`config.mk`:
```
export PLATFORM = sky130hd
export DESIGN_NAME = bswhc_front
export DESIGN_NICKNAME = d
export VERILOG_FILES = /design/src/design/binary_search_with_halving_count_assert.svh /design/src/design/bswhc_pkg.sv /design/src/design/bswhc_front.sv
export SDC_FILE = /design/constraint.sdc
export NUM_CORES = 1
export LEC_CHECK = 0
export BUFFER_PORTS_ARGS = -buffer_cell sky130_fd_sc_hd__buf_2
export CAP_MARGIN = 20
export CORE_MARGIN = 4
export CORE_UTILIZATION = 29
export DETAILED_ROUTE_END_ITERATION = 8
export GPL_ROUTABILITY_DRIVEN = 0
export PLACE_DENSITY = 0.89
export SYNTH_ARGS = -nofsm -noshare
export SYNTH_HDL_FRONTEND = slang
export SYNTH_SLANG_ARGS = --single-unit
```
`constraint.sdc`:
```
create_clock -name vclk -period 2
set_clock_uncertainty 0.05 [all_clocks]
set_input_delay 0.2 -clock vclk [all_inputs]
set_output_delay 0.2 -clock vclk [all_outputs]
set_load 0.01 [all_outputs]
```
`src/design/binary_search_with_halving_count_assert.svh`:
```
// Assertion macros shared by the search block.
// Each property is sampled on the rising edge of clk_i and is disabled during reset.
`ifndef BINARY_SEARCH_WITH_HALVING_COUNT_ASSERT_SVH
`define BINARY_SEARCH_WITH_HALVING_COUNT_ASSERT_SVH

`ifndef NO_ASSERTIONS

// Check that a condition holds at every edge.
`define BSWHC_ASSERT(label, prop) \
  label: assert property (@(posedge clk_i) disable iff (!rst_ni) (prop)) \
    else $error("bswhc assertion failed");

// Check that a trigger implies a consequence on the next edge.
`define BSWHC_ASSERT_NEXT(label, trig, cons) \
  label: assert property (@(posedge clk_i) disable iff (!rst_ni) (trig) |=> (cons)) \
    else $error("bswhc assertion failed");

`else

`define BSWHC_ASSERT(label, prop)
`define BSWHC_ASSERT_NEXT(label, trig, cons)

`endif

`endif

```
`src/design/bswhc_pkg.sv`:
```
`timescale 1ns / 1ps
package bswhc_pkg;

  // Default sizes.
  localparam int StoreDepth = 128;
  localparam int QueueDepth = 4;

  // Field widths.
  localparam int CountW    = 8;
  localparam int IndexW    = 7;
  localparam int DataW     = 32;
  localparam int PositionW = 7;
  localparam int HalvingsW = 4;

  // Request operation codes.
  typedef enum logic {
    OP_WRITE  = 1'b0,
    OP_SEARCH = 1'b1
  } op_e;

  // Classified request, as held in the queue.
  typedef struct packed {
    op_e                      op;
    logic                     wr_ok;  // write index lies inside the store
    logic [IndexW-1:0]        widx;
    logic signed [DataW-1:0]  data;   // element value or search key
  } cmd_t;

  // Queue status seen by the front and the back.
  typedef struct packed {
    logic full;
    logic empty;
  } qstat_t;

endpackage

```
`src/design/bswhc_front.sv`:
```
`timescale 1ns / 1ps
module bswhc_front #(
  parameter int STORE_DEPTH = bswhc_pkg::StoreDepth
) (
  input  logic                                  in_valid_i,
  output logic                                  in_stall_o,
  input  logic                                  operation_i,
  input  logic [bswhc_pkg::IndexW-1:0]          write_index_i,
  input  logic signed [bswhc_pkg::DataW-1:0]    element_value_i,
  input  logic signed [bswhc_pkg::DataW-1:0]    search_key_i,
  input  bswhc_pkg::qstat_t                     qstat_i,
  output logic                                  push_o,
  output bswhc_pkg::cmd_t                       cmd_o
);

  bswhc_pkg::op_e op;

  assign op         = bswhc_pkg::op_e'(operation_i);
  assign in_stall_o = qstat_i.full;
  assign push_o     = in_valid_i && !qstat_i.full;

  // Classify: flag writes outside the store, keep only the data word the operation uses.
  always_comb begin
    cmd_o.op    = op;
    cmd_o.widx  = write_index_i;
    cmd_o.wr_ok = (32'(write_index_i) < 32'(STORE_DEPTH));
    unique case (op)
      bswhc_pkg::OP_WRITE:  cmd_o.data = element_value_i;
      bswhc_pkg::OP_SEARCH: cmd_o.data = search_key_i;
      default:              cmd_o.data = search_key_i;
    endcase
  end

endmodule

```
---- Word level (Yosys, flattened, before mapping) ----
Index checks and enable logic that the tools add are counted.
cells by class
  reduce and logical (&&, ||, !) cells .... 2
  muxes and demuxes ....................... 1
  bitwise operators ....................... 1
operators with widths
  cell                                    count
  32-bit one-hot mux with 2 select lines  1
  1-bit logical AND                       1
  1-bit logical NOT                       1
  1-bit NOT                               1
word-level totals
  register bits ........................... 0
  logic and storage cells ................. 4
  output and inout bits ................... 43

---- Longest topological paths before layout ----
Gate-level depths: netlist of the first run.
  depth after elaboration ................. 2
  gate-level depth with buffers ........... 3

---- Least setup slack after synthesis of the first run ----
Ideal clock, no wire load.
  path kind ............................... input to output
  start point ............................. input port operation_i
  end point ............................... output port cmd_o[0] (netlist name)
  data required time ...................... 1.750 ns
  arrival time ............................ 0.767 ns
  slack ................................... 0.983 ns
  cell stages on the path ................. 3
  cell sequence ........................... buf_6 buf_12 mux2_4
RTL lines
  element             RTL line           text
  start: declaration  bswhc_front.sv:7   input logic operation_i,
  end: declaration    bswhc_front.sv:13  output bswhc_pkg::cmd_t cmd_o

==> flow_summary.ini, run 1 <==
[sta]
finalWorstPathRequiredPeriod_ps = 1404
drv_slew = 0
whs_ps = 350.0
rsz0062_at_grt = false
fin_crit_sh = 0.7018
fmax_mhz = 712.4
setup_viol = 0
final.setup.tns_ps = 0
hold_viol_final = 0

[floorplanning]
die-area_mm2 = 0.002980
core_area_mm2 = 0.002002
fp-row-count = 16
die_w_um = 54.59
die_h_um = 54.59
start_util = 0.3144
io_pins = 118

[pwr]
swShare = 0.3731
comb_power_share = 1.000
intPower_w = 0.0001568
p_leak_nw = 0.6713
p_clk_frac = 0
p_switching_w = 0.00009331
peakVddDrop_mv = 0.1699
power.density_mw_per_mm2 = 239.9
seqPwrFrac = 0

[critical_path]
required_ps = 1750
path_class = input pin to output port
start_kind = input pin
cp_data_arrival_time_ps = 1150
cp-end-kind = output port
cp_max_fo = 22

[logic_synthesis]
muxShareOfSynthArea = 0.7515
synthSimpleGateAreaFrac = 0.009940
synthDistinctLibCells = 7
yosysWarnings = 0
synth-seq-area-share = 0
synthCells = 48
synth_xor_area_frac = 0
synth_compound_area_frac = 0
syn_nets = 123
synth_top_family_by_area = multiplexers
syn-cell-area_um2 = 629.4
syn_avg_cell_area_um2 = 13.11
synthAdderAreaFrac = 0

[drt]
firstDrtPassIters = 3
drc = 0
wl_per_cell_um = 12.39
routed_wl_um = 2044
ant_nets = 0
vias_per_cell = 4.224
first_iter_violations = 3
vias = 697

[placed_design]
dp_hpwl_um = 1922
placed_area_mm2 = 0.001042
portBuffers = 102

[finish]
regArea_um2 = 0
design.seq.count = 0
area_growth_pct = 65.61
final_common_cell = buf_2
diodes = 0
clkbuf_count = 0
mostFrequentLayoutCells = 102 x buf_2, 30 x mux2_4, 2 x mux2_2, 2 x buf_4
drive_gt1_frac = 0.9855
fin_area_mm2 = 0.001042
final_net_count = 215

[global_route]
grt_usage = 0.1135
grt_pass1_wl_um = 2587
grt_overflow = 0
grt_max_degree = 23
antenna_found_initial = 0
grt_pass1_vias = 629

[clock_network]
post-cts-setup-buffers = 0
holdBufCountCts = 0
cts_resized = 0

[flow_run]
max_cap_violations = 0

[worst_hold_path]
holdPathStages = 0
hold_path_class = input pin to output port

[run_status]
outcome = completed
worst paths after layout:
path                              from        end
worst max-delay path       operation_i  cmd_o[29]
worst min-delay path  write_index_i[4]  cmd_o[36]
per-stage QoR:
stage	total power, W	instances	utilization	setup slack, ps
final	0.0002501	165	0.5206	596.3
after global routing	0.0002697	165	0.5206	548.0
after CTS	0.0002541	165	0.5206	582.8
after detailed placement	0.0002534	165	0.5206	583.1
after global placement	0.0002469	165	0.5206	629.3
after floorplan	0.0001662	48	-	982.9
cells in the mapped netlist (all sizes together):
| cell | number | area [um^2] |
|---|---|---|
| buf | 14 | 146.4 |
| conb | 1 | 3.750 |
| mux2 | 32 | 473.0 |
| nor2b | 1 | 6.260 |
area by class of cell:
| cell class | instances | area (um^2) |
|---|---|---|
| fill | 189 | 959.7 |
| timing repair buffer | 104 | 525.5 |
| multi-input combinational | 34 | 483.0 |
| tap | 27 | 33.78 |
routing by layer:
layer,GRT usage,part of all wire
met1,0.1074,0.28
met4,0.02490,0.023
met3,0.008174,0.12
met2,0.2500,0.57
met5,0,0
worst max-delay path, cell delays in order:
cell,delay (ps)
buf_2,90
buf_4,340
mux2_2,390
buf_2,140
logic make-up (layout without fill, tap and decap cells):
group                  Yosys count  after routing
muxes                           32             32
and+or+nand+nor                  1              1
buffers and inverters           14            104
other                            1              1
power by group through the flow:
stage          Sequential, W  Combinational [W]  Clock, W
6_report                   0           0.000250         0
3_3_place_gp               0           0.000247         0
4_1_cts                    0           0.000254         0
5_1_grt                    0           0.000270         0
2_1_floorplan              0           0.000166         0
3_5_place_dp               0           0.000253         0
(Power assumes the default switching activity.)
==> run 2: changes to the inputs <==
Settings changed: CORE_UTILIZATION 29 to 25, PLACE_DENSITY 0.89 to 0.81.
Clock period 2 ns to 1.25 ns, I/O delays scaled along.
==> flow_summary.ini, run 2 (synthesis gave the netlist of run 1 again) <==
[finish]
diodes = 0
fin_area_mm2 = 0.001069
drive_gt1_frac = 0.9855
mostFrequentLayoutCells = 102 x buf_2, 30 x mux2_4, 2 x mux2_2, 2 x buf_12
final_net_count = 215
design.seq.count = 0
clkbuf_count = 0
regArea_um2 = 0
area_growth_pct = 69.78
fin_util = 0.4651
final_common_cell = buf_2

[drt]
firstDrtPassIters = 4
vias = 710
vias_per_cell = 4.277
wl_per_cell_um = 12.28
ant_nets = 0
routed_wl_um = 2038
drc = 0
first_iter_violations = 16

[placed_design]
portBuffers = 102
pre_cts_ws_ps = 147.8
placed_area_mm2 = 0.001069

[pwr]
swShare = 0.3704
power_w = 0.0004114
peakVddDrop_mv = 0.2521
intPower_w = 0.0002590
seqPwrFrac = 0
p_clk_frac = 0
p_switching_w = 0.0001524
power.density_mw_per_mm2 = 385.0
p_leak_nw = 0.6805
comb_power_share = 1.000

[floorplanning]
fp-row-count = 17
die-area_mm2 = 0.003384
die_w_um = 58.18
core_area_mm2 = 0.002297
io_pins = 118
start_util = 0.2740
die_h_um = 58.18

[critical_path]
cp_max_fo = 20
critPathTopFamily = buffers and inverters
crit_slowest_cell = mux2_4
cp_num_buf_inv = 3
required_ps = 1080
crit_path_cell_trace = buf_2 -> buf_12 -> mux2_4 -> buf_2
start_kind = input pin
path_class = input pin to output port
cp_data_arrival_time_ps = 920
crit_top_cell = buf_2
cp-end-kind = output port
slowest_delay_ps = 310

[clock_network]
holdBufCountCts = 0
post-cts-setup-buffers = 0
cts_resized = 0

[sta]
setup_viol = 0
setup_slack_ps = 156.0
fin_crit_sh = 0.8752
hold_viol_final = 0
rsz0062_at_grt = false
final.setup.tns_ps = 0
fmax_mhz = 914.0
finalWorstPathRequiredPeriod_ps = 1094
drv_slew = 0

[flow_run]
max_cap_violations = 0

[global_route]
grt_pass1_wl_um = 2898
grt_max_degree = 21
antenna_found_initial = 0
grt_usage = 0.1033
grt_pass1_vias = 733
grt_overflow = 0

[worst_hold_path]
hold_path_class = input pin to output port
min_to = cmd_o[35]
holdPathStages = 0
min_from = write_index_i[3]

[run_status]
outcome = completed
## run 2: layout make-up
cell class	instances	area, um^2
well taps	28	35.03
repair buffers	104	550.5
fillers	236	1229
multi-input cells	34	483.0
## run 2: stage by stage
stage / instances / hold slack [ps]
2_1_floorplan: 48 / 246.4
3_3_place_gp: 166 / 200.1
3_5_place_dp: 166 / 200.1
4_1_cts: 166 / 200.1
5_1_grt: 166 / 200.0
6_report: 166 / 200.0
## run 2: per-layer routing
metal	global-route usage	routed length (um)	vias up
met5	0	0	-
met3	0.01559	333	10
li1	-	-	341
met1	0.1022	599	299
met2	0.2145	1047	60
met4	0.02980	58	0
## run 2: worst max path at each step
| stage | from | to | slack, ps | cells past startpoint |
|---|---|---|---|---|
| 4_1_cts | operation_i | cmd_o[14] | 150 | 4 |
| 2_1_floorplan | operation_i | cmd_o[0] | 380 | 3 |
| 3_3_place_gp | operation_i | cmd_o[0] | 150 | 4 |
| 6_report | operation_i | cmd_o[14] | 160 | 4 |
| 5_1_grt | operation_i | cmd_o[14] | 130 | 4 |
| 3_5_place_dp | operation_i | cmd_o[14] | 150 | 4 |
## run 2: power groups by stage
stage          combinational (W)  sequential [W]  clock (W)
4_1_cts                 0.000418               0          0
3_3_place_gp            0.000410               0          0
5_1_grt                 0.000444               0          0
6_report                0.000411               0          0
2_1_floorplan           0.000266               0          0
3_5_place_dp            0.000418               0          0
==> run 3: changes to the inputs <==
Settings changed: REMOVE_ABC_BUFFERS set to 1.
==> flow_summary.ini, run 3 (synthesis gave the netlist of run 1 again) <==
[run_status]
outcome = completed

[clock_network]
cts_resized = 0
holdBufCountCts = 0
post-cts-setup-buffers = 0

[drt]
vias = 707
vias_per_cell = 4.259
routed_wl_um = 1996
firstDrtPassIters = 2
first_iter_violations = 13
ant_nets = 0
drc = 0
wl_per_cell_um = 12.02

[finish]
diodes = 0
drive_gt1_frac = 0.9855
final_net_count = 215
final_common_cell = buf_2
area_growth_pct = 69.78
mostFrequentLayoutCells = 102 x buf_2, 30 x mux2_4, 2 x mux2_2, 2 x buf_12
clkbuf_count = 0
design.seq.count = 0
instances_no_fill = 166
nFillCells = 239
regArea_um2 = 0

[global_route]
busiest_layer = met2
antenna_found_initial = 0
use_met3 = 0.06459
use_met2 = 0.1871
grt_pass1_vias = 708
grtUsageMet1 = 0.1153
grt_overflow = 0
grt_max_degree = 18
grt_pass1_wl_um = 2967
grt_usage = 0.1061

[sta]
hold_viol_final = 0
finalWorstPathRequiredPeriod_ps = 1090
whs_ps = 200.1
drv_slew = 0
fmax_mhz = 917.5
final.setup.tns_ps = 0
fin_crit_sh = 0.8719
setup_viol = 0
rsz0062_at_grt = false

[critical_path]
crit_top_cell = buf_2
cp_data_arrival_time_ps = 910
crit_slowest_cell = mux2_2
start_kind = input pin
crit_path_cell_trace = buf_2 -> buf_12 -> mux2_2 -> buf_2
slowest_delay_ps = 340
path_class = input pin to output port
cp_max_fo = 17
required_ps = 1080
cp-end-kind = output port

[floorplanning]
die_h_um = 58.18
start_util = 0.2740
io_pins = 118
die_w_um = 58.18
fp-row-count = 17
die-area_mm2 = 0.003384
core_area_mm2 = 0.002297

[pwr]
p_leak_nw = 0.6805
power.density_mw_per_mm2 = 385.1
peakVddDrop_mv = 0.2062
power_w = 0.0004114

[placed_design]
dpl.cell_count = 166
dp_hpwl_um = 1874
portBuffers = 102

[worst_hold_path]
hold_path_class = input pin to output port

[flow_run]
max_cap_violations = 0
-- run 3: cell counts in the layout (fill, tap and decap cells not counted) --
Identical to the previous run, type by type.
-- run 3: cell type report --
cell class                 count  area [um^2]  area share
tap                           28        35.03     0.03279
multi-input combinational     34        483.0      0.4520
timing repair buffer         104        550.5      0.5152
-- run 3: through the flow --
| stage | util | cell area (um^2) | worst slack (ps) |
|---|---|---|---|
| after floorplan | - | 483.0 | 614.9 |
| after global placement | 0.4651 | 1069 | 158.4 |
| after detailed placement | 0.4651 | 1069 | 153.9 |
| after CTS | 0.4651 | 1069 | 151.7 |
| after global routing | 0.4651 | 1069 | 109.8 |
| final | 0.4651 | 1069 | 160.1 |
-- run 3: where the power goes --
part,switching [W],internal [W],leakage (nW)
logic,0.000153,0.000259,0.680
registers,0,0,0
clock network,0,0,0
-- run 3: critical path: cells and delay by family --
family,cells,cell delay (ps)
mux,1,340
buf+inv,3,450
-- run 3: final timing paths --
check / start / endpoint / slack, ps / depth (start not counted)
worst max-delay path: operation_i / cmd_o[29] / 160 / 4
worst min-delay path: write_index_i[0] / cmd_o[32] / 200 / 0
-- run 3: per-layer routing --
metal / part of all wire / up-vias
li1: - / 340
met1: 0.31 / 287
met2: 0.44 / 80
met3: 0.24 / 0
met4: 0 / 0
met5: 0 / -
