### src/design/binary_search_with_halving_count_assert.svh
// Assertion macros shared by the search block.
// Each property is sampled on the rising edge of clk_i and is disabled during reset.
`ifndef BINARY_SEARCH_WITH_HALVING_COUNT_ASSERT_SVH
`define BINARY_SEARCH_WITH_HALVING_COUNT_ASSERT_SVH

`ifndef NO_ASSERTIONS

// Check that a condition holds at every edge.
`define BSWHC_ASSERT(label, prop) \
  label: assert property (@(posedge clk_i) disable iff (!rst_ni) (prop)) \
    else $error("bswhc assertion failed");

// Check that a trigger implies a consequence on the next edge.
`define BSWHC_ASSERT_NEXT(label, trig, cons) \
  label: assert property (@(posedge clk_i) disable iff (!rst_ni) (trig) |=> (cons)) \
    else $error("bswhc assertion failed");

`else

`define BSWHC_ASSERT(label, prop)
`define BSWHC_ASSERT_NEXT(label, trig, cons)

`endif

`endif

### src/design/bswhc_pkg.sv
`timescale 1ns / 1ps
package bswhc_pkg;

  // Default sizes.
  localparam int StoreDepth = 128;
  localparam int QueueDepth = 4;

  // Field widths.
  localparam int CountW    = 8;
  localparam int IndexW    = 7;
  localparam int DataW     = 32;
  localparam int PositionW = 7;
  localparam int HalvingsW = 4;

  // Request operation codes.
  typedef enum logic {
    OP_WRITE  = 1'b0,
    OP_SEARCH = 1'b1
  } op_e;

  // Classified request, as held in the queue.
  typedef struct packed {
    op_e                      op;
    logic                     wr_ok;  // write index lies inside the store
    logic [IndexW-1:0]        widx;
    logic signed [DataW-1:0]  data;   // element value or search key
  } cmd_t;

  // Queue status seen by the front and the back.
  typedef struct packed {
    logic full;
    logic empty;
  } qstat_t;

endpackage

### src/design/bswhc_queue.sv
`timescale 1ns / 1ps
`include "binary_search_with_halving_count_assert.svh"
module bswhc_queue #(
  parameter int DEPTH = bswhc_pkg::QueueDepth
) (
  input  logic              clk_i,
  input  logic              rst_ni,
  input  logic              push_i,
  input  bswhc_pkg::cmd_t   push_data_i,
  input  logic              pop_i,
  output bswhc_pkg::cmd_t   pop_data_o,
  output bswhc_pkg::qstat_t stat_o
);

  localparam int PtrW = $clog2(DEPTH);
  localparam int CntW = $clog2(DEPTH + 1);

  bswhc_pkg::cmd_t slot_q [DEPTH];
  logic [PtrW-1:0] wr_ptr_q, wr_ptr_d;
  logic [PtrW-1:0] rd_ptr_q, rd_ptr_d;
  logic [CntW-1:0] cnt_q, cnt_d;

  assign stat_o.full  = (cnt_q == CntW'(DEPTH));
  assign stat_o.empty = (cnt_q == '0);
  assign pop_data_o   = slot_q[rd_ptr_q];

  always_comb begin
    wr_ptr_d = wr_ptr_q;
    rd_ptr_d = rd_ptr_q;
    cnt_d    = cnt_q;
    if (push_i) begin
      wr_ptr_d = (wr_ptr_q == PtrW'(DEPTH - 1)) ? '0 : wr_ptr_q + PtrW'(1);
    end
    if (pop_i) begin
      rd_ptr_d = (rd_ptr_q == PtrW'(DEPTH - 1)) ? '0 : rd_ptr_q + PtrW'(1);
    end
    if (push_i && !pop_i) begin
      cnt_d = cnt_q + CntW'(1);
    end else if (pop_i && !push_i) begin
      cnt_d = cnt_q - CntW'(1);
    end
  end

  always_ff @(posedge clk_i or negedge rst_ni) begin
    if (!rst_ni) begin
      wr_ptr_q <= '0;
      rd_ptr_q <= '0;
      cnt_q    <= '0;
    end else begin
      wr_ptr_q <= wr_ptr_d;
      rd_ptr_q <= rd_ptr_d;
      cnt_q    <= cnt_d;
    end
  end

  always_ff @(posedge clk_i) begin
    if (push_i) begin
      slot_q[wr_ptr_q] <= push_data_i;
    end
  end

  `BSWHC_ASSERT(a_no_push_full, !(push_i && stat_o.full))
  `BSWHC_ASSERT(a_no_pop_empty, !(pop_i && stat_o.empty))
  `BSWHC_ASSERT(a_cnt_bound, cnt_q <= CntW'(DEPTH))

endmodule

### config.mk
export PLATFORM = sky130hd
export DESIGN_NAME = bswhc_queue
export DESIGN_NICKNAME = d
export VERILOG_FILES = /design/src/design/bswhc_pkg.sv /design/src/design/bswhc_queue.sv
export VERILOG_INCLUDE_DIRS = /design/src /design/src/design
export SDC_FILE = /design/constraint.sdc
export NUM_CORES = 1
export LEC_CHECK = 0
export BUFFER_PORTS_ARGS = -buffer_cell sky130_fd_sc_hd__buf_2
export CORE_UTILIZATION = 33
export DETAILED_ROUTE_END_ITERATION = 10
export PLACE_DENSITY = 0.48
export SYNTH_ARGS = -nofsm -noshare
export SYNTH_HDL_FRONTEND = slang
export SYNTH_SLANG_ARGS = --single-unit
### constraint.sdc
create_clock -name clk_i -period 2.55 [get_ports clk_i]
set_clock_uncertainty 0.2 [all_clocks]
set_input_delay 0.3825 -clock clk_i [delete_from_list [all_inputs] [get_ports clk_i]]
set_output_delay 0.3825 -clock clk_i [all_outputs]
set_load 0.01 [all_outputs]
# Yosys cells after proc, flatten, opt, wreduce, memory -nomap -nowiden
# Memories as Yosys holds them, arrays and structs flattened.
# Cells that the tools add are included.
word_totals:
  n_memories: 1
  ram_bits: 164
  inputBits: 45
  output_inout_bits: 43
  reg_bits: 7
  wordCells: 23
op_classes:
  n_addsub: 4
  eq_ne: 3
  muxes: 6
  n_reduce_logical: 6
mem_list:
  columns: ["name", "words", "word_bits", "rd", "rd_clocked_by_memory_dff", "write_ports", "line_no", "source"]
  rows:
  - ["slot_q", 4, 41, 1, 0, 1, "bswhc_queue.sv:18", "bswhc_pkg::cmd_t slot_q [DEPTH];"]
op_table:
  columns: ["op", "n"]
  rows:
  - ["$mux W3", 2]
  - ["$add A2 B1 Y2 const B", 2]
  - ["$eq A2 B2 Y1 const B", 2]
  - ["$mux W2", 2]
  - ["$add A3 B1 Y3 const B", 1]
  - ["$eq A3 B3 Y1 const B", 1]
  - ["$logic_not A3 Y1", 1]
  - ["$sub A3 B1 Y3 const B", 1]
  - ["$logic_and A1 B1 Y1", 2]
  - ["$logic_not A1 Y1", 2]
  - ["$mux W1", 2]
  - ["$reduce_bool A2 Y1", 1]

# Logic depth before layout (Yosys ltp)
# Gate-level depths: netlist of the first run.
depth:
  ltp_word: 4
  depth_mapped: 7
  ltp_nobuf: 7

# Worst setup path after synthesis of the first run
# Ideal clock, no wire load.
synth_path:
  path_kind: "reg2reg"
  start: "reg wr_ptr_q[0]"
  end: "mem slot_q[0][0] (netlist name), enable pin"
  setup_ns: 0.402
  period_less_slack_ns: 2.217
  setup_slack_ns: 0.333
  path_stages_with_launch: 4
  n_path_buf: 0
  arrival_time_ns: 1.615
  required_ns: 1.948
  path_cell_list: "dfrtp_1 > inv_1 > ha_1 > and2_1"
synth_rtl:
  columns: ["item", "line_no", "source"]
  rows:
  - ["start, declared", "bswhc_queue.sv:19", "logic [PtrW-1:0] wr_ptr_q, wr_ptr_d;"]
  - ["start signal, assigned", "bswhc_queue.sv:50", "wr_ptr_q <= wr_ptr_d;"]
  - ["end, declared", "bswhc_queue.sv:18", null]
# Straight into the memory's write port.

==> flow_summary_export.csv, run 1 <==
group,metric,value,unit
sta,layout_worst_path_cycle_share,96.1,%
power_and_ir_drop,sequentialPowerShare,43.1,%
critical_path,startpoint_type,"register",
power_and_ir_drop,power_frac_clock,28.4,%
clock_tree,cts-root-buf,"sky130_fd_sc_hd__clkbuf_16",
cells_and_area,finish.instance_area,8250,sq um
cells_and_area,multi_input_area,1160,sq um
cells_and_area,antenna-diode-count,0,
critical_path,rr_endpoint,"slot_q[2][6]",
global_route,grt_first_pass_wirelength,18.1,mm
route,route.vias.total,3036,
synth,yosys.area.top_type,"sky130_fd_sc_hd__edfxtp_1",
global_route,grt-ovfl-total,0,
sta,achievable-frequency,408,MHz
floorplanning,floorplan.io_pins,88,
place,hpwl,7.22,mm
hold_path,hold_sp,"push_i",
route,drt_drc_violations_left,0,
cells_and_area,ff_latch_area,5110,sq um
sta,worst_slew_pin_slew,442,ps
power_and_ir_drop,post-layout-total-power,8860,uW
synth,synth.lib_cells_used.distinct,20,
cells_and_area,mostFrequentLayoutCell,"sky130_fd_sc_hd__edfxtp_1",
sta,grt_setup_unrepaired,"false",
power_and_ir_drop,p_int,6380,uW
synth,synth_seq_cells,171,
critical_path,crit_type,"reg -> out",
cells_and_area,nets,459,
status,status,"finished clean",
critical_path,cp_max_fo,9,
power_and_ir_drop,power.density,1070,nW/um^2
sta,final_max_slew_viol_count,0,
hold_path,hold_path_class,"in -> reg",
route,avgViaCountPerCell,4.46,
floorplanning,die_y,141,um
clock_tree,clock_path_buffers,2,
clock_tree,tritoncts.num_buffers,17,
critical_path,rr_worst_depth,4,
place,detailed_place.area,7210,sq um
floorplanning,rows,50,
place,port_buffers,87,
global_route,number_of_antenna_violations_at_the_first_check_in_global_routing,0,
floorplanning,start_util,33.9,%
sta,setup_tns,0,ps
clock_tree,htree_levels,4,
global_route,gr-usage-all-layers,12.9,%
synth,synth.top_cells.by_area,"sky130_fd_sc_hd__edfxtp_1 77%, sky130_fd_sc_hd__mux4_2 13%, sky130_fd_sc_hd__dfrtp_1 2.7%",
route,postRouteAntennaNets,0,
global_route,grt_pass1_vias,3271,
synth,synthesis.area,6390,sq um
clock_tree,clkSinkCount,171,
sta,report.final.hold_viol_count,0,
job,maxCapViolations,0,
sta,rel_slew_slack,70.5,%
clock_tree,clk_pin_slew_worst_paths,60,ps
route,detail_route.first_pass.iterations,4,
floorplanning,core-area,18800,sq um
route,wl_per_cell,17.3,um
synth,yosys_warnings,0,
power_and_ir_drop,total_switching_power,2480,uW
synth,synth_top_area_share,77.1,%
cells_and_area,final_layout_size_suffix_gt1_share,43.3,%
power_and_ir_drop,share_comb_of_total_power,28.4,%
power_and_ir_drop,power.static_leakage,0.00289,uW
cells_and_area,syn2layout_area_growth,29.2,%
synth,syn_nets,304,
hold_path,timing.hold.worst_endpoint,"wr_ptr_q[1]",
power_and_ir_drop,vdd.ir_drop.worst,0.440,mV
synth,synth.yosys.seq_area_share,79.9,%
cells_and_area,count_of_fill_cells_added_during_filler_insertion,1626,
clock_tree,clock_latency,420,ps
critical_path,worstPathRequired,1970,ps
critical_path,worst_ep_arrival_time,1870,ps
route,drt_first_iter_violations,117,
place,place.gp.congestion,0.665,
hold_path,min_delay_path_depth,2,
place,dp.cells,603,
critical_path,timing.rr.start,"wr_ptr_q[0]",
cells_and_area,final_cell_mix,"164 x sky130_fd_sc_hd__edfxtp_1, 87 x sky130_fd_sc_hd__buf_2, 42 x sky130_fd_sc_hd__dlygate4sd3_1",
power_and_ir_drop,switching_share,28.0,%
floorplanning,die-width,141,um
critical_path,reg2reg_slack,720,ps
sta,setup-violations-final,0,
sta,period_needed,2450,ps
route,postRouteWirelength,11.8,mm
global_route,maximum_number_of_pins_on_one_net_before_global_route_repair,28,
floorplanning,design.die.area,19900,sq um
synth,synthesis.instances,252,
synth,postSynthAreaPerCell,25.3,sq um
cells_and_area,final_cell_count_no_fill,680,
clock_tree,cts_tree,"yes",
critical_path,crit_path_end_kind,"output pin",
cells by family after synthesis:
family                     Yosys count  share of synthesized area (%)
xor gates and xnor gates             3                          0.412
AOI/OAI and AO/OA                    2                          0.157
DFF                                171                           79.9
buffers and inverters               14                           2.04
and+or+nand+nor                     11                          0.882
muxes                               44                           15.2
adders and majority gates            7                           1.49
state kept, by name, indices dropped and copies added, names as in the netlist:
name	count
wr_ptr_q	2
cnt_q	3
rd_ptr_q	2
slot_q	164
critical path, cell delays in order (launching register included):
cell                      delay (ps)
sky130_fd_sc_hd__dfrtp_4         450
sky130_fd_sc_hd__buf_4           250
sky130_fd_sc_hd__mux4_1          580
sky130_fd_sc_hd__buf_2           160
cell usage after synthesis (all sizes together):
| master | count |
|---|---|
| nor2 | 3 |
| nand2 | 2 |
| xor2 | 2 |
| ha | 6 |
| edfxtp | 164 |
| mux2 | 3 |
| fa | 1 |
| inv | 4 |
| o21ai | 2 |
| dfrtp | 7 |
| and2 | 4 |
| nor3 | 1 |
| clkbuf | 1 |
| xnor2 | 1 |
| mux4 | 41 |
| buf | 9 |
| nor3b | 1 |
through the flow:
stage	setup slack [ps]	util (%)	hold WS [ps]
5_1_grt	17.7	43.8	47.6
3_5_place_dp	313	38.3	45.8
6_report	100	43.8	59.6
4_1_cts	67.4	43.8	42.5
3_3_place_gp	321	38.3	45.1
2_1_floorplan	333	-	-113
repair_timing:
| action | in CTS | in global routing |
|---|---|---|
| resized for setup | 1 | 0 |
| buffers inserted | 3 | 0 |
| endpoints found under the setup margin | 34 | 0 |
| hold endpoints to repair | 171 | 0 |
| hold buffers | 42 | 0 |
worst max-delay path by stage:
stage	from	endpoint	slack (ps)
after floorplan	wr_ptr_q[0]	slot_q[0][0]	330
after global placement	rd_ptr_q[0]	pop_data_o[34]	320
after detailed placement	rd_ptr_q[0]	pop_data_o[34]	310
after CTS	rd_ptr_q[0]	pop_data_o[34]	70
after global routing	rd_ptr_q[0]	pop_data_o[34]	20
final	rd_ptr_q[0]	pop_data_o[34]	100
routing by layer:
layer / up-vias / part of all wire [%] / global-route usage (%)
li1: 1378 / - / -
met1: 1579 / 44 / 15.5
met2: 67 / 51 / 21.5
met3: 12 / 4.4 / 4.31
met4: 0 / 1.1 / 4.98
met5: - / 0 / 0
power groups by stage:
stage | Sequential (uW) | Clock [uW] | Combinational (uW)
2_1_floorplan | 3770 | 0 | 1700
3_3_place_gp | 3920 | 0 | 2450
5_1_grt | 3870 | 2680 | 2740
4_1_cts | 3830 | 2590 | 2610
6_report | 3820 | 2520 | 2520
3_5_place_dp | 3940 | 0 | 2440
layout make-up:
class | instances | share of cell area [%]
clock buffers | 19 | 5.37
clock inverters | 13 | 1.71
inverters | 4 | 0.182
multi-input cells | 67 | 14.1
flip-flops and latches | 171 | 61.9
well taps | 260 | 3.94
repair buffers | 146 | 12.8
Power figures use the tool's default switching activity.
==> run 2: changes to the inputs <==
--- a/config.mk
+++ b/config.mk
@@ -10,6 +10,7 @@
 export CORE_UTILIZATION = 33
 export DETAILED_ROUTE_END_ITERATION = 10
 export PLACE_DENSITY = 0.48
+export RECOVER_POWER = 100
 export SYNTH_ARGS = -nofsm -noshare
 export SYNTH_HDL_FRONTEND = slang
 export SYNTH_SLANG_ARGS = --single-unit
==> run 2 against run 1 <==
Against the previous run:
- via count decreased by 0.13%
- clock-buffer cell count unchanged
- design area decreased by 1.3%
- highest routed layer unchanged
==> flow_summary_export.csv, run 2 (synthesized netlist as in run 1, its figures left out) <==
group,metric,value,unit
status,status,"finished clean",
sta,layout_worst_path_cycle_share,95.6,%
clock_tree,clkSinkCount,171,
floorplanning,start_util,33.9,%
critical_path,slowest_delay,580,ps
sta,setup_tns,0,ps
route,detail_route.first_pass.iterations,4,
clock_tree,cts_tree,"yes",
route,route.vias.total,3032,
critical_path,startpoint_type,"register",
sta,period_needed,2440,ps
critical_path,critical_path.top_delay_family,"multiplexers",
place,hpwl,7.22,mm
global_route,number_of_antenna_violations_at_the_first_check_in_global_routing,0,
cells_and_area,count_of_fill_cells_added_during_filler_insertion,1668,
place,detailed_place.area,7210,sq um
cells_and_area,syn2layout_area_growth,27.5,%
critical_path,critical_path.n_buffers_inverters,2,
global_route,maximum_number_of_pins_on_one_net_before_global_route_repair,28,
sta,hold_slack,60.9,ps
floorplanning,design.die.area,19900,sq um
clock_tree,tritoncts.num_buffers,17,
hold_path,hold_path_class,"in -> reg",
critical_path,worstPathRequired,1970,ps
clock_tree,clock_latency,410,ps
sta,grt_setup_unrepaired,"false",
power_and_ir_drop,switching_share,28.4,%
critical_path,cp_max_fo,9,
place,dp.cells,603,
global_route,grt_first_pass_wirelength,18.1,mm
critical_path,worst_ep_arrival_time,1860,ps
power_and_ir_drop,total_switching_power,2490,uW
place,placement.setup.worst_slack,313,ps
job,maxCapViolations,0,
critical_path,critical_path_cell_by_cell,"buf_4, mux4_1, clkbuf_2",
sta,worst_slew_pin_slew,1170,ps
cells_and_area,top_regs,"slot_q: 164 flops, cnt_q: 3 flops",
cells_and_area,final_cell_mix,"164 x sky130_fd_sc_hd__edfxtp_1, 75 x sky130_fd_sc_hd__clkbuf_1, 42 x sky130_fd_sc_hd__dlygate4sd3_1",
cells_and_area,nets,459,
power_and_ir_drop,sequentialPowerShare,43.6,%
cells_and_area,finish.instance_area,8140,sq um
global_route,grt_pass1_vias,3271,
route,postRouteWirelength,11.8,mm
floorplanning,die_y,141,um
cells_and_area,final_layout_size_suffix_gt1_share,25.0,%
sta,setup-violations-final,0,
power_and_ir_drop,p_int,6280,uW
power_and_ir_drop,share_comb_of_total_power,27.6,%
sta,achievable-frequency,410,MHz
clock_tree,clock_path_buffers,2,
place,place.gp.congestion,0.665,
floorplanning,floorplan.io_pins,88,
critical_path,crit_type,"reg -> out",
cells_and_area,ff_latch_area,5110,sq um
route,postRouteAntennaNets,0,
clock_tree,clk_pin_slew_worst_paths,60,ps
cells_and_area,multi_input_area,1160,sq um
floorplanning,rows,50,
sta,report.final.hold_viol_count,0,
critical_path,crit_path_end_kind,"output pin",
power_and_ir_drop,power.static_leakage,0.00268,uW
floorplanning,core-area,18800,sq um
cells_and_area,mostFrequentLayoutCell,"sky130_fd_sc_hd__edfxtp_1",
cells_and_area,antenna-diode-count,0,
critical_path,critical_path.slowest_cell,"sky130_fd_sc_hd__mux4_1",
power_and_ir_drop,power.density,1080,nW/um^2
power_and_ir_drop,power_frac_clock,28.7,%
route,avgViaCountPerCell,4.46,
cells_and_area,final_cell_count_no_fill,680,
sta,rel_slew_slack,22.2,%
clock_tree,htree_levels,4,
clock_tree,cts-root-buf,"sky130_fd_sc_hd__clkbuf_16",
place,port_buffers,87,
cells_and_area,largest_register_ff_count,164,
global_route,grt-ovfl-total,0,
route,drt_drc_violations_left,0,
global_route,gr-usage-all-layers,12.9,%
route,drt_first_iter_violations,138,
cells_and_area,largest_register,"slot_q",
route,wl_per_cell,17.3,um
floorplanning,die-width,141,um
sta,layout_setup_ws,112,ps
sta,final_max_slew_viol_count,0,
power_and_ir_drop,vdd.ir_drop.worst,0.441,mV
## run 2: layer usage
metal,global-route usage [%],wire length [um],vias up
met5,0,0,-
met4,4.98,134,0
met1,15.5,5150,1574
met3,4.31,510,12
met2,21.5,5960,69
li1,-,-,1377
## run 2: layout make-up
type / count / area share (%)
inverter: 4 / 0.184
multi-input combinational: 67 / 14.2
clock buffer: 19 / 5.44
timing repair buffer: 146 / 11.7
clock inverter: 13 / 1.74
sequential: 171 / 62.7
tap: 260 / 4.00
## run 2: worst paths after layout
path,endpoint,slack (ps),cells past startpoint,startpoint
min in group asynchronous,cnt_q[1],230,2,rst_ni
setup reg to reg,slot_q[3][20],170,3,wr_ptr_q[0]
hold / removal,wr_ptr_q[1],60,2,push_i
max in group asynchronous,rd_ptr_q[1],1540,2,rst_ni
hold reg to reg,cnt_q[2],300,1,cnt_q[2]
setup / recovery,pop_data_o[34],110,3,rd_ptr_q[0]
## run 2: worst reg2reg max path, stage by stage, from the launching register on
cell                      delay [ps]
sky130_fd_sc_hd__dfrtp_1         390
sky130_fd_sc_hd__ha_1            180
sky130_fd_sc_hd__and2_0          900
sky130_fd_sc_hd__buf_2           400
## run 2: metrics by stage
step | utilization [%] | total power, uW
floorplan | - | 5470
global placement | 38.3 | 6370
detailed placement | 38.3 | 6370
CTS | 43.8 | 9030
global route | 43.2 | 9210
finish | 43.2 | 8770
## run 2: repair_timing
action	in CTS	in global routing
endpoints found under the setup margin	34	0
hold endpoints to repair	171	0
hold buffers	42	0
buffers inserted	3	0
gates resized for setup	1	0
## run 2: power groups by stage
| stage | Sequential (uW) | Clock, uW | Combinational (uW) |
|---|---|---|---|
| after global routing | 3880 | 2680 | 2650 |
| after CTS | 3830 | 2590 | 2610 |
| after global placement | 3920 | 0 | 2450 |
| after floorplan | 3770 | 0 | 1700 |
| final | 3830 | 2520 | 2420 |
| after detailed placement | 3940 | 0 | 2440 |
==> run 3: changes to the inputs <==
--- a/config.mk
+++ b/config.mk
@@ -6,10 +6,11 @@
 export SDC_FILE = /design/constraint.sdc
 export NUM_CORES = 1
 export LEC_CHECK = 0
+export ABC_AREA = 1
 export BUFFER_PORTS_ARGS = -buffer_cell sky130_fd_sc_hd__buf_2
 export CORE_UTILIZATION = 33
 export DETAILED_ROUTE_END_ITERATION = 10
-export PLACE_DENSITY = 0.48
+export PLACE_DENSITY = 0.47
 export RECOVER_POWER = 100
 export SYNTH_ARGS = -nofsm -noshare
 export SYNTH_HDL_FRONTEND = slang
==> run 3 against run 2 <==
Against the previous run:
- maximum frequency increased by 4.6%
- register-to-register slack improved by 80 ps
- highest routed layer unchanged
- clock power decreased by 11%
- critical path type unchanged
- cell count increased by 39%
- first-iteration DRC count increased by 5.1%
- design area increased by 4.3%
- area after synthesis increased by 9.4%
==> flow_summary_export.csv, run 3 <==
group,metric,value,unit
route,wl_per_cell,14.9,um
hold_path,hold_path_class,"in -> reg",
global_route,grt-ovfl-total,0,
global_route,gr-usage-all-layers,13.8,%
synth,synth_most_common_cell,"sky130_fd_sc_hd__edfxtp_1",
route,route.vias.total,4256,
cells_and_area,largest_register_ff_count,164,
synth,syn_nets,583,
clock_tree,clock_path_buffers,2,
global_route,number_of_antenna_violations_at_the_first_check_in_global_routing,0,
synth,yosys.area.top_type,"sky130_fd_sc_hd__edfxtp_1",
floorplanning,rows,52,
synth,synth.lib_cells_used.distinct,17,
clock_tree,htree_levels,4,
synth,synthesis.area,6980,sq um
route,drt_drc_violations_left,0,
critical_path,slowest_delay,440,ps
route,postRouteWirelength,14.1,mm
synth,synth.top_cells.by_area,"sky130_fd_sc_hd__edfxtp_1 71%, sky130_fd_sc_hd__o211ai_1 8.8%, sky130_fd_sc_hd__nand2_1 7.5%",
power_and_ir_drop,vdd.ir_drop.worst,0.475,mV
synth,synth.yosys.seq_area_share,73.0,%
synth,count_of_flip_flops_with_a_built_in_enable_after_synthesis,164,
critical_path,critical_path_cell_by_cell,"inv_6, buf_12, nand2_1, o211ai_1, nand2_1, clkbuf_1",
sta,report.final.hold_viol_count,0,
clock_tree,cts-root-buf,"sky130_fd_sc_hd__clkbuf_16",
synth,synth_top_flop_cell,"sky130_fd_sc_hd__edfxtp_1",
sta,final_max_slew_viol_count,0,
synth,synth.top_cells.by_count,"164 x sky130_fd_sc_hd__edfxtp_1, 139 x sky130_fd_sc_hd__nand2_1, 93 x sky130_fd_sc_hd__inv_1",
job,maxCapViolations,0,
cells_and_area,count_of_fill_cells_added_during_filler_insertion,1987,
place,hpwl,8.35,mm
critical_path,crit_path_end_kind,"output pin",
cells_and_area,syn2layout_area_growth,21.6,%
clock_tree,cts_setup_buffers,0,
route,detail_route.first_pass.iterations,6,
status,status,"finished clean",
cells_and_area,fin_util,41.4,%
clock_tree,clkSinkCount,171,
global_route,grt_pass1_vias,4250,
power_and_ir_drop,switching_share,34.3,%
route,drt_first_iter_violations,145,
clock_tree,clk_pin_slew_worst_paths,70,ps
route,avgViaCountPerCell,4.49,
place,port_buffers,87,
power_and_ir_drop,p_int,5730,uW
global_route,maximum_number_of_pins_on_one_net_before_global_route_repair,55,
cells_and_area,final_layout_size_suffix_gt1_share,7.67,%
place,place.gp.congestion,0.736,
critical_path,critical_path.slowest_cell,"sky130_fd_sc_hd__dfrtp_1",
critical_path,crit_type,"reg -> out",
critical_path,worstPathRequired,1970,ps
sta,layout_worst_path_cycle_share,91.4,%
critical_path,cp_max_fo,54,
place,dp.cells,875,
critical_path,worst_ep_arrival_time,1750,ps
floorplanning,design.die.area,21800,sq um
power_and_ir_drop,power.static_leakage,0.00329,uW
sta,setup_tns,0,ps
sta,period_needed,2330,ps
cells_and_area,multi_input_area,1290,sq um
power_and_ir_drop,share_comb_of_total_power,31.4,%
sta,setup-violations-final,0,
cells_and_area,mostFrequentLayoutCell,"sky130_fd_sc_hd__edfxtp_1",
cells_and_area,largest_register,"slot_q",
critical_path,startpoint_type,"register",
synth,yosys_warnings,0,
synth,synthesis.instances,531,
cells_and_area,final_cell_count_no_fill,948,
cells_and_area,nets,717,
cells_and_area,top_regs,"slot_q: 164 flops, cnt_q: 3 flops",
power_and_ir_drop,sequentialPowerShare,43.0,%
floorplanning,floorplan.io_pins,88,
critical_path,path_common_cell,"sky130_fd_sc_hd__nand2_1",
synth,synth_top_area_share,70.5,%
cells_and_area,final_cell_mix,"164 x sky130_fd_sc_hd__edfxtp_1, 139 x sky130_fd_sc_hd__nand2_1, 92 x sky130_fd_sc_hd__inv_1",
cells_and_area,ff_latch_area,5100,sq um
sta,grt_setup_unrepaired,"false",
synth,synth_seq_cells,171,
floorplanning,die-width,147,um
sta,rel_slew_slack,20.2,%
synth,synthArstFlopShare,4.09,%
power_and_ir_drop,power_frac_clock,25.6,%
clock_tree,clock_latency,410,ps
global_route,grt_first_pass_wirelength,22.7,mm
route,postRouteAntennaNets,0,
power_and_ir_drop,post-layout-total-power,8730,uW
sta,worst_slew_pin_slew,1200,ps
clock_tree,tritoncts.num_buffers,17,
synth,postSynthAreaPerCell,13.2,sq um
sta,achievable-frequency,429,MHz
clock_tree,cts_tree,"yes",
power_and_ir_drop,total_switching_power,3000,uW
cells_and_area,antenna-diode-count,0,
floorplanning,core-area,20500,sq um
power_and_ir_drop,power.density,1030,nW/um^2
floorplanning,start_util,34.1,%
floorplanning,die_y,147,um
-- run 3: cell types whose count changed after synthesis, moves of 3 or more --
cell                       change
sky130_fd_sc_hd__mux2_2        -3
sky130_fd_sc_hd__buf_6        +16
sky130_fd_sc_hd__mux4_1        -3
sky130_fd_sc_hd__buf_2         +6
sky130_fd_sc_hd__buf_12        -4
sky130_fd_sc_hd__o211ai_1     +82
sky130_fd_sc_hd__nand2_1     +137
sky130_fd_sc_hd__mux4_2       -38
sky130_fd_sc_hd__inv_1        +89
sky130_fd_sc_hd__and2_1        -4
-- run 3: cells by family (layout without fill, tap and decap cells) --
family	after synthesis	in the layout	synth area share (%)
compound gates	86	86	9.10
xor+xnor	1	1	0.125
fa+ha+maj	7	7	1.36
buf+inv	122	269	8.56
flops	171	171	73.0
simple gates	144	144	7.83
-- run 3: power by group through the flow --
stage	Clock [uW]	Sequential, uW	Combinational [uW]
2_1_floorplan	0	3780	1910
3_3_place_gp	0	3790	2860
5_1_grt	2410	3800	3090
3_5_place_dp	0	3810	2910
6_report	2240	3760	2740
4_1_cts	2300	3750	2970
-- run 3: cell type report --
class | count | share of cell area [%]
Sequential cell | 171 | 60.1
Multi-Input combinational cell | 238 | 15.1
Timing Repair Buffer | 142 | 10.6
Clock buffer | 17 | 5.01
Inverter | 95 | 4.26
Tap cell | 270 | 3.98
Clock inverter | 15 | 1.00
-- run 3: routing by layer --
layer,vias to the layer above,wire [um],GRT usage [%]
li1,2117,-,-
met3,12,628,3.36
met1,2039,6470,17.8
met4,0,150,4.23
met2,88,6830,23.1
met5,-,0,0
-- run 3: path summary, 6_finish.rpt --
kind / startpoint / endpoint / slack, ps / cells past startpoint
setup reg to reg: wr_ptr_q[0] / slot_q[0][5] / 250 / 5
hold reg to reg: cnt_q[2] / cnt_q[2] / 350 / 2
max in group asynchronous: rst_ni / rd_ptr_q[1] / 1610 / 2
setup / recovery: rd_ptr_q[0] / pop_data_o[7] / 220 / 6
hold / removal: pop_i / rd_ptr_q[1] / 20 / 2
min in group asynchronous: rst_ni / cnt_q[2] / 210 / 2
-- run 3: worst max-delay path, delay by kind of cell, from the launching register on --
kind	cells	cell delay (ps)
compound gates	1	100
simple gates	2	160
flops	1	440
buf+inv	3	590
-- run 3: repair_timing --
action	in CTS	in global routing
endpoints found under the setup margin	0	1
resized for setup	0	1
hold buffers	41	0
hold endpoints to repair	167	0
-- run 3: through the flow --
step | hold slack (ps) | setup WS (ps) | cell area, sq um
6_report | 22.1 | 220 | 8490
5_1_grt | 30.6 | 46.7 | 8490
4_1_cts | 7.69 | 124 | 8620
3_5_place_dp | 35.5 | 591 | 7700
3_3_place_gp | 29.9 | 641 | 7700
2_1_floorplan | -113 | 489 | 6980
